`config.mk`:
```
export PLATFORM = sky130hd
export DESIGN_NAME = fcwr_cfg
export DESIGN_NICKNAME = d
export VERILOG_FILES = /design/src/design/framed_csv_wheel_command_receiver_core_assert.svh /design/src/design/fcwr_pkg.sv /design/src/design/fcwr_cfg.sv
export SDC_FILE = /design/constraint.sdc
export NUM_CORES = 1
export LEC_CHECK = 0
export BUFFER_PORTS_ARGS = -buffer_cell sky130_fd_sc_hd__buf_2
export CORE_UTILIZATION = 44
export DETAILED_ROUTE_END_ITERATION = 6
export PLACE_DENSITY = 0.79
export SKIP_CTS_REPAIR_TIMING = 1
export SLEW_MARGIN = 15
export SYNTH_ARGS = -nofsm -noshare
export SYNTH_HDL_FRONTEND = slang
export SYNTH_SLANG_ARGS = --single-unit
```
`constraint.sdc`:
```
create_clock -name clk -period 0.8 [get_ports clk]
set_input_delay 0.04 -clock clk [delete_from_list [all_inputs] [get_ports clk]]
set_output_delay 0.04 -clock clk [all_outputs]
set_load 0.05 [all_outputs]
```
`src/design/framed_csv_wheel_command_receiver_core_assert.svh`:
```
// Assertion macros for the framed CSV wheel command receiver
`ifndef FRAMED_CSV_WHEEL_COMMAND_RECEIVER_CORE_ASSERT_SVH
`define FRAMED_CSV_WHEEL_COMMAND_RECEIVER_CORE_ASSERT_SVH

`ifndef SYNTHESIS
`define FCWR_ASSERT_NOW(lbl, ante, cons, msg) \
	lbl: assert property (@(posedge clk) disable iff (!arst_n) (ante) |-> (cons)) \
		else $error(msg);
`define FCWR_ASSERT_NEXT(lbl, ante, cons, msg) \
	lbl: assert property (@(posedge clk) disable iff (!arst_n) (ante) |=> (cons)) \
		else $error(msg);
`else
`define FCWR_ASSERT_NOW(lbl, ante, cons, msg)
`define FCWR_ASSERT_NEXT(lbl, ante, cons, msg)
`endif

`endif

```
`src/design/fcwr_pkg.sv`:
```
// Shared types, constants and number conversion functions of the command receiver
`timescale 1ns / 1ps
`default_nettype none
package fcwr_pkg;

	localparam int NUM_WHEELS = 4;
	localparam int CFG_ADDR_W = 3;

	// register indexes, selected by paddr[2]
	localparam logic CFG_IDX_ALPHA   = 1'b0;
	localparam logic CFG_IDX_TIMEOUT = 1'b1;

	localparam logic [16:0] ALPHA_RESET   = 17'd6554;
	localparam logic [16:0] ALPHA_ONE     = 17'h10000;
	localparam logic [31:0] TIMEOUT_RESET = 32'd100000;

	localparam logic [7:0] CH_OPEN  = 8'h3C;
	localparam logic [7:0] CH_CLOSE = 8'h3E;
	localparam logic [7:0] CH_COMMA = 8'h2C;
	localparam logic [7:0] CH_DOT   = 8'h2E;
	localparam logic [7:0] CH_PLUS  = 8'h2B;
	localparam logic [7:0] CH_MINUS = 8'h2D;
	localparam logic [7:0] CH_ZERO  = 8'h30;
	localparam logic [7:0] CH_NINE  = 8'h39;
	localparam logic [7:0] CH_SPACE = 8'h20;
	localparam logic [7:0] CH_TAB   = 8'h09;
	localparam logic [7:0] CH_CR    = 8'h0D;
	localparam logic [7:0] CH_NUL   = 8'h00;

	localparam logic [15:0] INT_MAX_PART = 16'hFFFF;

	typedef enum logic [2:0] {
		PH_IDLE,
		PH_START,
		PH_INT,
		PH_FRAC,
		PH_STOP
	} fcwr_phase_t;

	typedef struct packed {
		logic        cmd;
		logic [7:0]  rx_byte;
		logic [31:0] now_us;
	} fcwr_item_t;

	// round(fa * 65536 / den), den a power of ten; rcp = floor(2^(16+s) / den)
	// gives an estimate at most one low, then the half-up rounding is fixed
	// by comparing the remainder against multiples of den.
	function automatic logic [16:0] fcwr_frac_div(input logic [16:0] fa,
		input logic [16:0] rcp, input int s, input logic [16:0] den);
		logic [33:0] prod;
		logic [17:0] qe;
		logic [35:0] num;
		logic [35:0] base;
		logic [35:0] rem;
		logic [16:0] res;
		prod = 34'(fa) * 34'(rcp);
		qe   = 18'(prod >> s);
		num  = {2'b00, fa, 17'd0} + 36'(den);
		base = 36'(qe) * 36'({den, 1'b0});
		rem  = num - base;
		if (rem >= 36'({den, 2'b00})) begin
			res = 17'(qe + 18'd2);
		end else if (rem >= 36'({den, 1'b0})) begin
			res = 17'(qe + 18'd1);
		end else begin
			res = qe[16:0];
		end
		return res;
	endfunction

	function automatic logic [16:0] fcwr_frac_round(input logic [16:0] fa,
		input logic [2:0] nd);
		logic [16:0] res;
		unique case (nd)
			3'd1:    res = fcwr_frac_div(fa, 17'd104857, 4, 17'd10);
			3'd2:    res = fcwr_frac_div(fa, 17'd83886, 7, 17'd100);
			3'd3:    res = fcwr_frac_div(fa, 17'd67108, 10, 17'd1000);
			3'd4:    res = fcwr_frac_div(fa, 17'd107374, 14, 17'd10000);
			3'd5:    res = fcwr_frac_div(fa, 17'd85899, 17, 17'd100000);
			default: res = 17'd0;
		endcase
		return res;
	endfunction

	// Q16.16 value of a finished token, saturated to the signed range
	function automatic logic [31:0] fcwr_token_value(input logic neg,
		input logic [15:0] ia, input logic isat, input logic [16:0] fa,
		input logic [2:0] nd);
		logic [15:0] ip;
		logic [32:0] mag;
		logic [31:0] res;
		ip  = isat ? INT_MAX_PART : ia;
		mag = {1'b0, ip, 16'h0000} + {16'h0000, fcwr_frac_round(fa, nd)};
		if (neg) begin
			if (mag > 33'h080000000) begin
				mag = 33'h080000000;
			end
			res = 32'(33'd0 - mag);
		end else begin
			if (mag > 33'h07FFFFFFF) begin
				mag = 33'h07FFFFFFF;
			end
			res = mag[31:0];
		end
		return res;
	endfunction

endpackage
`default_nettype wire

```
`src/design/fcwr_cfg.sv`:
```
// APB register block: low-pass gain and watchdog timeout
`timescale 1ns / 1ps
`default_nettype none
module fcwr_cfg (
	input  wire logic                          clk,
	input  wire logic                          arst_n,
	input  wire logic                          psel,
	input  wire logic                          penable,
	input  wire logic                          pwrite,
	input  wire logic [fcwr_pkg::CFG_ADDR_W-1:0] paddr,
	input  wire logic [31:0]                   pwdata,
	output logic [31:0]                        prdata,
	output logic                               pready,
	output logic [16:0]                        alpha,
	output logic [31:0]                        timeout
);
	import fcwr_pkg::*;

	logic        wr_en;
	logic [16:0] alpha_q;
	logic [31:0] timeout_q;

	assign pready = 1'b1;
	assign wr_en  = psel && penable && pwrite && pready;

	always_ff @(posedge clk or negedge arst_n) begin
		if (!arst_n) begin
			alpha_q   <= ALPHA_RESET;
			timeout_q <= TIMEOUT_RESET;
		end else if (wr_en) begin
			unique case (paddr[2])
				CFG_IDX_ALPHA:   alpha_q   <= pwdata[16:0];
				CFG_IDX_TIMEOUT: timeout_q <= pwdata;
				default:         alpha_q   <= alpha_q;
			endcase
		end
	end

	always_comb begin
		unique case (paddr[2])
			CFG_IDX_ALPHA:   prdata = {15'd0, alpha_q};
			CFG_IDX_TIMEOUT: prdata = timeout_q;
			default:         prdata = 32'd0;
		endcase
	end

	assign alpha   = alpha_q;
	assign timeout = timeout_q;
endmodule
`default_nettype wire

```
==> results of run 1 <==
[per-layer routing]
layer  vias to the layer above  track usage, %  share of wire (%)
met3                        20           4.938                5.1
met5                         -               0                  0
met2                        91           30.04                 56
met4                         0           6.536                3.0
li1                        853               -                  -
met1                       992           22.23                 36
[layout make-up]
cell class | instances | area (sq um) | area share (%)
clock buffer | 5 | 68.82 | 1.547
clock inverter | 3 | 65.06 | 1.462
multi-input combinational | 84 | 1125 | 25.28
sequential | 49 | 1285 | 28.88
tap | 67 | 83.83 | 1.884
timing repair buffer | 181 | 1822 | 40.94
[layout by cell type, fill, tap and decap left out]
master,instances
and2_4,15
buf_12,3
buf_2,37
buf_4,18
buf_6,64
buf_8,26
bufinv_16,2
clkbuf_8,5
clkinv_2,1
conb_1,1
dfrtp_1,2
dfrtp_2,34
dfstp_2,13
dlygate4sd3_1,33
mux2_1,1
mux2_2,9
mux2_4,56
nand4_2,1
nand4b_4,1
[how the worst max path moves through the flow]
stage          slack, ns                 endpoint               startpoint
6_report           -0.45               prdata[16]  timeout[16]$_DFFE_PN1P_
2_1_floorplan      -0.22                prdata[1]     alpha[1]$_DFFE_PN1P_
4_1_cts            -0.51                prdata[4]     alpha[4]$_DFFE_PN1P_
5_1_grt            -0.48                prdata[9]   timeout[9]$_DFFE_PN1P_
3_3_place_gp       -0.26  timeout[30]$_DFFE_PN0P_                 paddr[2]
3_5_place_dp       -0.27  timeout[30]$_DFFE_PN0P_                 paddr[2]
[worst min-delay path, delay by kind of cell]
family                 cells  cell delay (ns)
buffers and inverters      2             0.26
multiplexers               1             0.15
AND/OR/NAND/NOR            1             0.12
[registers in the layout, summed over array words and instances (netlist names)]
signal / flops
alpha: 17
timeout: 32
[synthesized netlist by cell type, drive strengths merged]
cell type,number
mux2,66
dfrtp,36
and2,15
dfstp,13
buf,8
clkbuf,1
conb,1
nand4,1
nand4b,1
[cell families after synthesis]
family                 share of synthesized area (%)
muxes                                          34.94
DFF                                            55.60
and+or+nand+nor                                5.823
buffers and inverters                          3.471
other                                         0.1678
[power groups by stage]
stage | clock network, uW | logic, uW | registers [uW]
finish | 2090 | 7750 | 3840
detailed placement | 0 | 5550 | 3690
global placement | 0 | 5480 | 3660
global route | 2210 | 7960 | 3890
CTS | 2110 | 5550 | 3650
floorplan | 0 | 2450 | 5610
[stage by stage]
stage / TNS, ns / hold WS [ns] / setup slack [ns] / total power [uW]
floorplan: -10.40 / -0.2556 / -0.2222 / 8058
global placement: -15.93 / 0.04440 / -0.2606 / 9146
detailed placement: -16.21 / 0.05805 / -0.2667 / 9241
CTS: -24.94 / -0.2776 / -0.5127 / 11310
global route: -25.57 / 0.2959 / -0.4765 / 14060
finish: -23.00 / 0.2859 / -0.4464 / 13680
==> qor.log, run 1 <==
[critical_path] origin of the critical flop-to-flop path timeout[0]$_DFFE_PN0P_
[timing] Setup violations, final 112
[clocking] cell at the root of the clock tree clkbuf_8
[hold_path] hold worst-path end alpha[3]$_DFFE_PN1P_
[critical_path] critical-path cell list mux2_4 > buf_8
[pwr] Flop pwr share 28.1%
[global_route] global-route usage over all layers 17.95%
[final_layout] fill cell total of the finished layout 171
[route] vias after detailed routing 1956
[yosys] number of library cell types mapped by synthesis 13
[yosys] average instance area after synthesis 15.74 sq um
[yosys] Seq/Total Area, Yosys 55.60%
[route] DRC 0
[clocking] clock insertion delay at the later pin of the skew report 0.31 ns
[timing] final count of pins violating max slew 0
[yosys] yosys warns 0
[clocking] clock transition at the registers of the reported paths 0.09 ns
[route] number of search-and-repair iterations in the first detailed-routing pass 4
[floorplanning] Vert. Die Dim 73.27 um
[pwr] internal power of the cells 7905 uW
[floorplanning] die outline area 5368 sq um
[floorplanning] width of the die 73.27 um
[pwr] worst voltage drop across the vdd grid 0.002116 V
[final_layout] layout-stage area growth over the synthesis result 99.10%
[critical_path] number of cells traversed by the worst register-to-register path 3
[final_layout] final net count 361
[final_layout] final core utilization 92.36%
[final_layout] diode insertion count for antenna repair 0
[place] placed standard-cell area 3181 sq um
[floorplanning] floorplan core area 4817 sq um
[timing] Max Clock Skew 0 ns
[clocking] TritonCTS sink count 49
[critical_path] instance count on the critical path 2
[critical_path] Buffers & Inverters on Critical Path 1
[clocking] H-tree levels 2
[route] detailed-route wire length per cell 21.04 um
[hold_path] hold-critical path depth 4
[final_layout] non-filler instance count after layout 389
[final_layout] fraction of final layout cells with drive strength greater than 1 88.51%
[yosys] total nets after synthesis 182
[global_route] total grt overflow 0
[timing] Final Worst Setup Slack -0.4464 ns
[floorplanning] Placement Rows 25
[run_status] run status finished with violations
[yosys] Synth Register Bits 49
[place] cell count after placement 330
[place] weighted congestion at the end of routability-driven global placement 0.6846
[global_route] initial antenna violation count 0
[global_route] first-pass GRT wire length 7210 um
[hold_path] min-delay worst type input port to register
[clocking] total CTS buffers 5
[place] Post-DP HPWL 3802 um
[hold_path] Hold Startpoint penable
[timing] highest attainable clock frequency 802.3 MHz
[yosys] top cell type by total area after synthesis dfrtp_1
[critical_path] worst path required time 0.76 ns
[timing] Final Hold Vio Count 0
[critical_path] Worst Path Arrival 1.21 ns
[clocking] TritonCTS clock tree yes
[route] iteration-0 DRC count of the detailed router 63
[pwr] Net Sw Power 5772 uW
[pwr] combinational cell fraction of total power 56.6%
[timing] minimum period implied by the final worst setup slack 1.246 ns
[critical_path] slowest cell on the critical path dfstp_2
[critical_path] crit end category output pin
[critical_path] largest stage delay on the critical path 0.59 ns
[critical_path] worst-path maximum fanout 3
[critical_path] kind of cell adding the most delay to the critical path flip-flops
[critical_path] startpoint type of the worst setup path register
[run] number of max-cap violations 0
[place] Port-buffer cells 118
[pwr] leak pwr 0.002227 uW
[critical_path] worst r2r dst timeout[0]$_DFFE_PN0P_
[pwr] Clk network pwr share 15.3%
[critical_path] R2R setup slack -0.21 ns
[yosys] top cells by area, synth dfrtp_1, mux2_2, dfstp_2, mux2_4, and2_1
[final_layout] cell area after layout 4449 sq um
[route] Antenna Nets Post-Route 0
[timing] final clock period utilization by the worst path 155.8%
[yosys] proportion of netlist area held by the largest area contributor 40.31%
[run_status] violations in the final reports setup timing
[route] Vias/cell 5.028
[critical_path] worst setup path class register to output pin
[pwr] cell area power density 3074 nW/um^2
[route] Total Routed Length 8183 um
[yosys] cell area after technology mapping 2235 sq um
[global_route] vias in the first global route 1444
[pwr] switching share of total power 42.20%
[clocking] maximum clock path buffer count 2
[floorplanning] Starting Density 46.39%
[floorplanning] I/O pin cnt 122
[yosys] synthesized instance count 142
[global_route] largest net degree at the start of global routing 26
[timing] RSZ-0062 raised after global routing yes
(Power assumes the default switching activity.)
==> run 2, diff against run 1 <==
- SKIP_LAST_GASP: not set -> 1
- clock period: 0.8 -> 1.3 ns (I/O delays scaled with it)
==> qor.log, run 2 (synthesized netlist as in run 1, its figures left out) <==
[run_status] run status finished clean [was finished with violations]
[final_layout] most frequent standard cell in the layout excluding fill and tap cells buf_2 [was buf_6]
[clocking] TritonCTS sink count 49 [unchanged]
[clocking] maximum clock path buffer count 2 [unchanged]
[final_layout] cell area after layout 3237 sq um [was 4449 sq um]
[route] iteration-0 DRC count of the detailed router 22 [was 63]
[clocking] clock transition at the registers of the reported paths 0.09 ns [about the same]
[critical_path] worst-path maximum fanout 3 [unchanged]
[timing] final count of pins violating max slew 0 [unchanged]
[run] number of max-cap violations 0 [unchanged]
[critical_path] worst path required time 1.24 ns [was 0.76 ns]
[clocking] TritonCTS clock tree yes [unchanged]
[floorplanning] die outline area 5368 sq um [unchanged]
[timing] Final Hold Vio Count 0 [unchanged]
[clocking] clock insertion delay at the later pin of the skew report 0.29 ns [was 0.31 ns]
[hold_path] min-delay worst type input port to register [unchanged]
[place] placed standard-cell area 2934 sq um [was 3181 sq um]
[final_layout] commonest cells after routing, fill and taps aside buf_2, mux2_2, dfrtp_1 [was buf_6, mux2_4, buf_2]
[pwr] leak pwr 0.001655 uW [was 0.002227 uW]
[final_layout] final core utilization 67.19% [was 92.36%]
[clocking] total CTS buffers 5 [unchanged]
[critical_path] worst setup path class register to output pin [unchanged]
[global_route] initial antenna violation count 0 [unchanged]
[timing] RSZ-0062 raised after global routing yes [unchanged]
[critical_path] startpoint type of the worst setup path register [unchanged]
[floorplanning] I/O pin cnt 122 [unchanged]
[place] Post-DP HPWL 3383 um [was 3802 um]
[route] detailed-route wire length per cell 14.36 um [was 21.04 um]
[timing] Setup violations, final 0 [was 112]
[global_route] first-pass GRT wire length 7031 um [was 7210 um]
[critical_path] number of cells traversed by the worst register-to-register path 1 [was 3]
[route] Total Routed Length 5053 um [was 8183 um]
[route] Vias/cell 4.750 [was 5.028]
[clocking] cell at the root of the clock tree clkbuf_8 [unchanged]
[floorplanning] Starting Density 46.39% [unchanged]
[critical_path] crit end category output pin [unchanged]
[final_layout] fraction of final layout cells with drive strength greater than 1 74.04% [was 88.51%]
[timing] minimum period implied by the final worst setup slack 1.268 ns
[route] vias after detailed routing 1672 [was 1956]
[global_route] global-route usage over all layers 17.57% [was 17.95%]
[final_layout] area of combinational cells with multiple inputs 914.6 sq um [was 1125 sq um]
[floorplanning] floorplan core area 4817 sq um [unchanged]
[place] Port-buffer cells 118 [unchanged]
[floorplanning] Vert. Die Dim 73.27 um [unchanged]
[timing] Max Clock Skew 0 ns [unchanged]
[timing] Hold WS 0.001543 ns [was 0.2859 ns]
[final_layout] final net count 324 [was 361]
[final_layout] Largest register FFs 32 [unchanged]
[floorplanning] Placement Rows 25 [unchanged]
[floorplanning] width of the die 73.27 um [unchanged]
[global_route] largest net degree at the start of global routing 50 [was 26]
[route] number of search-and-repair iterations in the first detailed-routing pass 4 [unchanged]
[route] DRC 0 [unchanged]
[place] weighted congestion at the end of routability-driven global placement 0.7288 [was 0.6846]
[pwr] cell area power density 1950 nW/um^2 [was 3074 nW/um^2]
[critical_path] Worst Path Arrival 1.20 ns [was 1.21 ns]
[route] Antenna Nets Post-Route 0 [unchanged]
[final_layout] layout-stage area growth over the synthesis result 44.85% [was 99.10%]
[pwr] worst voltage drop across the vdd grid 0.001161 V [was 0.002116 V]
[hold_path] hold-critical path depth 2 [was 4]
[final_layout] diode insertion count for antenna repair 0 [unchanged]
[timing] highest attainable clock frequency 788.4 MHz
[global_route] total grt overflow 0 [unchanged]
[clocking] H-tree levels 2 [unchanged]
[timing] final clock period utilization by the worst path 97.56%
[final_layout] Sequential cell area 1242 sq um [was 1285 sq um]
[final_layout] fill cell total of the finished layout 371 [was 171]
[global_route] vias in the first global route 1430 [was 1444]
[run 2: cell types whose count changed in the layout (fill, tap and decap cells not counted), moves of 2 or more]
| cell | previous run | this run |
|---|---|---|
| mux2_4 | 56 | 10 |
| mux2_2 | 9 | 54 |
| and2_4 | 15 | 0 |
| dlygate4sd3_1 | 33 | 19 |
| dfrtp_1 | 2 | 36 |
| buf_6 | 64 | 0 |
| bufinv_16 | 2 | 0 |
| dfrtp_2 | 34 | 0 |
| buf_4 | 18 | 14 |
| buf_2 | 37 | 106 |
| and2_1 | 0 | 15 |
| buf_8 | 26 | 0 |
[run 2: area by class of cell]
class	count	area share, %
clock inverter	2	0.3092
sequential	49	38.38
tap	67	2.590
clock buffer	6	2.242
timing repair buffer	144	28.22
multi-input combinational	84	28.26
[run 2: critical path, stage by stage (launching register included)]
cell,delay [ns]
dfstp_2,0.55
mux2_2,0.16
buf_4,0.19
[run 2: power by group]
group	switching, uW	internal [uW]	total, uW
registers	233	1930	2160
logic	2360	928	3290
clock network	489	374	863
total	3080	3230	6310
[run 2: final timing paths]
check | start | endpoint | slack, ns
worst max-delay path | timeout[16]$_DFFE_PN1P_ | prdata[16] | 0.03
worst min-delay path | pwdata[26] | timeout[26]$_DFFE_PN0P_ | 0.002
worst max register to register | timeout[30]$_DFFE_PN0P_ | timeout[30]$_DFFE_PN0P_ | 0.51
worst min register to register | timeout[30]$_DFFE_PN0P_ | timeout[30]$_DFFE_PN0P_ | 0.52
max in group asynchronous | arst_n | timeout[10]$_DFFE_PN1P_ | 0.74
min in group asynchronous | arst_n | timeout[17]$_DFFE_PN0P_ | 0.27
[run 2: metrics by stage]
stage | std cells | setup TNS [ns] | setup WS (ns) | power [uW]
after floorplan | 142 | 0 | 0.1211 | 4655
after global placement | 325 | 0 | 0.2468 | 5326
after detailed placement | 325 | 0 | 0.2401 | 5374
after CTS | 333 | -0.1819 | -0.02758 | 6251
after global routing | 352 | -0.02224 | -0.01978 | 6583
final | 352 | 0 | 0.03166 | 6311
[run 2: metal layers]
metal	part of all wire, %	track usage [%]	up-vias
li1	-	-	777
met1	41	21.87	815
met2	51	29.12	75
met3	6.9	5.761	5
met4	0.75	5.229	0
met5	0	0	-
==> run 3, diff against run 2 <==
- PLACE_DENSITY: 0.79 -> not set
- PLACE_DENSITY_LB_ADDON: not set -> 0.05
==> qor.log, run 3 (synthesized netlist as in run 1, its figures left out) <==
[clocking] TritonCTS clock tree yes [unchanged]
[timing] Sum Neg Setup Slack 0 ns [unchanged]
[route] Antenna Nets Post-Route 0 [unchanged]
[run] number of max-cap violations 0 [unchanged]
[route] iteration-0 DRC count of the detailed router 63 [was 22]
[place] weighted congestion at the end of routability-driven global placement 0.7447 [was 0.7288]
[final_layout] diode insertion count for antenna repair 0 [unchanged]
[final_layout] cell area after layout 3238 sq um [was 3237 sq um]
[route] DRC 0 [unchanged]
[floorplanning] floorplan core area 4817 sq um [unchanged]
[timing] RSZ-0062 raised after global routing yes [unchanged]
[floorplanning] I/O pin cnt 122 [unchanged]
[critical_path] largest stage delay on the critical path 0.55 ns [about the same]
[clocking] total CTS buffers 5 [unchanged]
[timing] Max Clock Skew 0 ns [unchanged]
[final_layout] commonest cells after routing, fill and taps aside buf_2, mux2_2, dfrtp_1 [unchanged]
[clocking] cell at the root of the clock tree clkbuf_8 [unchanged]
[global_route] first-pass GRT wire length 6810 um [was 7031 um]
[timing] minimum period implied by the final worst setup slack 1.281 ns [was 1.268 ns]
[global_route] vias in the first global route 1385 [was 1430]
[pwr] worst voltage drop across the vdd grid 0.001297 V [was 0.001161 V]
[place] Port-buffer cells 118 [unchanged]
[global_route] initial antenna violation count 0 [unchanged]
[timing] final clock period utilization by the worst path 98.53% [was 97.56%]
[floorplanning] die outline area 5368 sq um [unchanged]
[floorplanning] Vert. Die Dim 73.27 um [unchanged]
[critical_path] worst-path maximum fanout 3 [unchanged]
[clocking] H-tree levels 2 [unchanged]
[pwr] cell area power density 1973 nW/um^2 [was 1950 nW/um^2]
[floorplanning] width of the die 73.27 um [unchanged]
[final_layout] fill cell total of the finished layout 400 [was 371]
[timing] Final Worst Setup Slack 0.01913 ns [was 0.03166 ns]
[critical_path] startpoint type of the worst setup path register [unchanged]
[floorplanning] Placement Rows 25 [unchanged]
[hold_path] min-delay worst type input port to register [unchanged]
[route] vias after detailed routing 1654 [was 1672]
[final_layout] Largest register FFs 32 [unchanged]
[final_layout] most frequent standard cell in the layout excluding fill and tap cells buf_2 [unchanged]
[critical_path] crit end category output pin [unchanged]
[place] placed standard-cell area 2937 sq um [was 2934 sq um]
[clocking] clock transition at the registers of the reported paths 0.08 ns [was 0.09 ns]
[critical_path] slowest cell on the critical path dfstp_2 [unchanged]
[route] Vias/cell 4.699 [was 4.750]
[floorplanning] Starting Density 46.39% [unchanged]
[route] Total Routed Length 4744 um [was 5053 um]
[critical_path] kind of cell adding the most delay to the critical path flip-flops [unchanged]
[timing] highest attainable clock frequency 780.7 MHz [was 788.4 MHz]
[route] detailed-route wire length per cell 13.48 um [was 14.36 um]
[critical_path] Worst Path Arrival 1.22 ns [was 1.20 ns]
[global_route] largest net degree at the start of global routing 50 [unchanged]
[critical_path] critical-path cell list mux2_2 > clkbuf_4 [was mux2_2 > buf_4]
[timing] Setup violations, final 0 [unchanged]
[timing] Final Hold Vio Count 0 [unchanged]
[pwr] leak pwr 0.001656 uW [was 0.001655 uW]
[clocking] clock insertion delay at the later pin of the skew report 0.30 ns [was 0.29 ns]
[timing] final count of pins violating max slew 0 [unchanged]
[global_route] total grt overflow 0 [unchanged]
[final_layout] layout-stage area growth over the synthesis result 44.91% [was 44.85%]
[place] post-placement setup slack 0.1399 ns [was 0.2401 ns]
[final_layout] final net count 324 [unchanged]
[critical_path] Buffers & Inverters on Critical Path 1 [unchanged]
[run_status] run status finished clean [unchanged]
[critical_path] worst setup path class register to output pin [unchanged]
[place] Post-DP HPWL 3344 um [was 3383 um]
[clocking] maximum clock path buffer count 2 [unchanged]
[final_layout] fraction of final layout cells with drive strength greater than 1 75.09% [was 74.04%]
[route] number of search-and-repair iterations in the first detailed-routing pass 3 [was 4]
[clocking] TritonCTS sink count 49 [unchanged]
[final_layout] Sequential cell area 1242 sq um [unchanged]
[global_route] global-route usage over all layers 17.18% [was 17.57%]
[critical_path] worst path required time 1.24 ns [about the same]
[final_layout] area of combinational cells with multiple inputs 914.6 sq um [unchanged]
==> run 3: changes by cell type in the layout (fill, tap and decap cells not counted) <==
cell	change
clkbuf_1	-1
clkbuf_4	+4
buf_12	-1
clkbuf_8	+2
clkinv_2	-1
buf_4	-1
dlygate4sd3_1	-2
==> run 3: layer usage <==
metal  part of all wire [%]  vias to the layer above  routed length (um)  GRT usage, %
li1                       -                      779                   -             -
met1                     42                      803                2003         21.88
met2                     50                       66                2352         27.37
met3                    6.8                        6                 324         4.938
met4                    1.3                        0                  63         7.407
met5                      0                        -                   0             0
==> run 3: worst paths after layout <==
check                                        startpoint                 endpoint  slack (ns)  depth (start not counted)
worst max-delay path               alpha[1]$_DFFE_PN1P_                prdata[1]        0.02                          2
worst min-delay path                          pwdata[5]   timeout[5]$_DFFE_PN1P_       0.002                          2
worst max register to register  timeout[30]$_DFFE_PN0P_  timeout[30]$_DFFE_PN0P_        0.51                          1
worst min register to register  timeout[30]$_DFFE_PN0P_  timeout[30]$_DFFE_PN0P_        0.52                          1
max in group asynchronous                        arst_n   timeout[5]$_DFFE_PN1P_        0.74                          3
min in group asynchronous                        arst_n   timeout[3]$_DFFE_PN0P_        0.27                          3
==> run 3: where the power goes <==
part / total, uW / switching (uW) / internal, uW
logic: 3260 / 2340 / 921
registers: 2160 / 236 / 1930
clock network: 963 / 481 / 481
total: 6390 / 3060 / 3330
==> run 3: through the flow <==
step / total power [uW] / std cells / hold WS, ns / util, %
6_report: 6387 / 352 / 0.002465 / 67.22
5_1_grt: 6663 / 352 / 0.0005062 / 67.22
4_1_cts: 6351 / 335 / -0.2594 / 63.06
3_5_place_dp: 5373 / 327 / 0.07278 / 60.96
3_3_place_gp: 5330 / 327 / 0.07520 / 60.96
2_1_floorplan: 4655 / 142 / -0.2306 / -
==> run 3: cell type report <==
cell class,count,share of cell area [%]
clock buffer,7,2.975
clock inverter,1,0.1546
multi-input combinational,84,28.25
sequential,49,38.37
tap,67,2.589
timing repair buffer,144,27.67
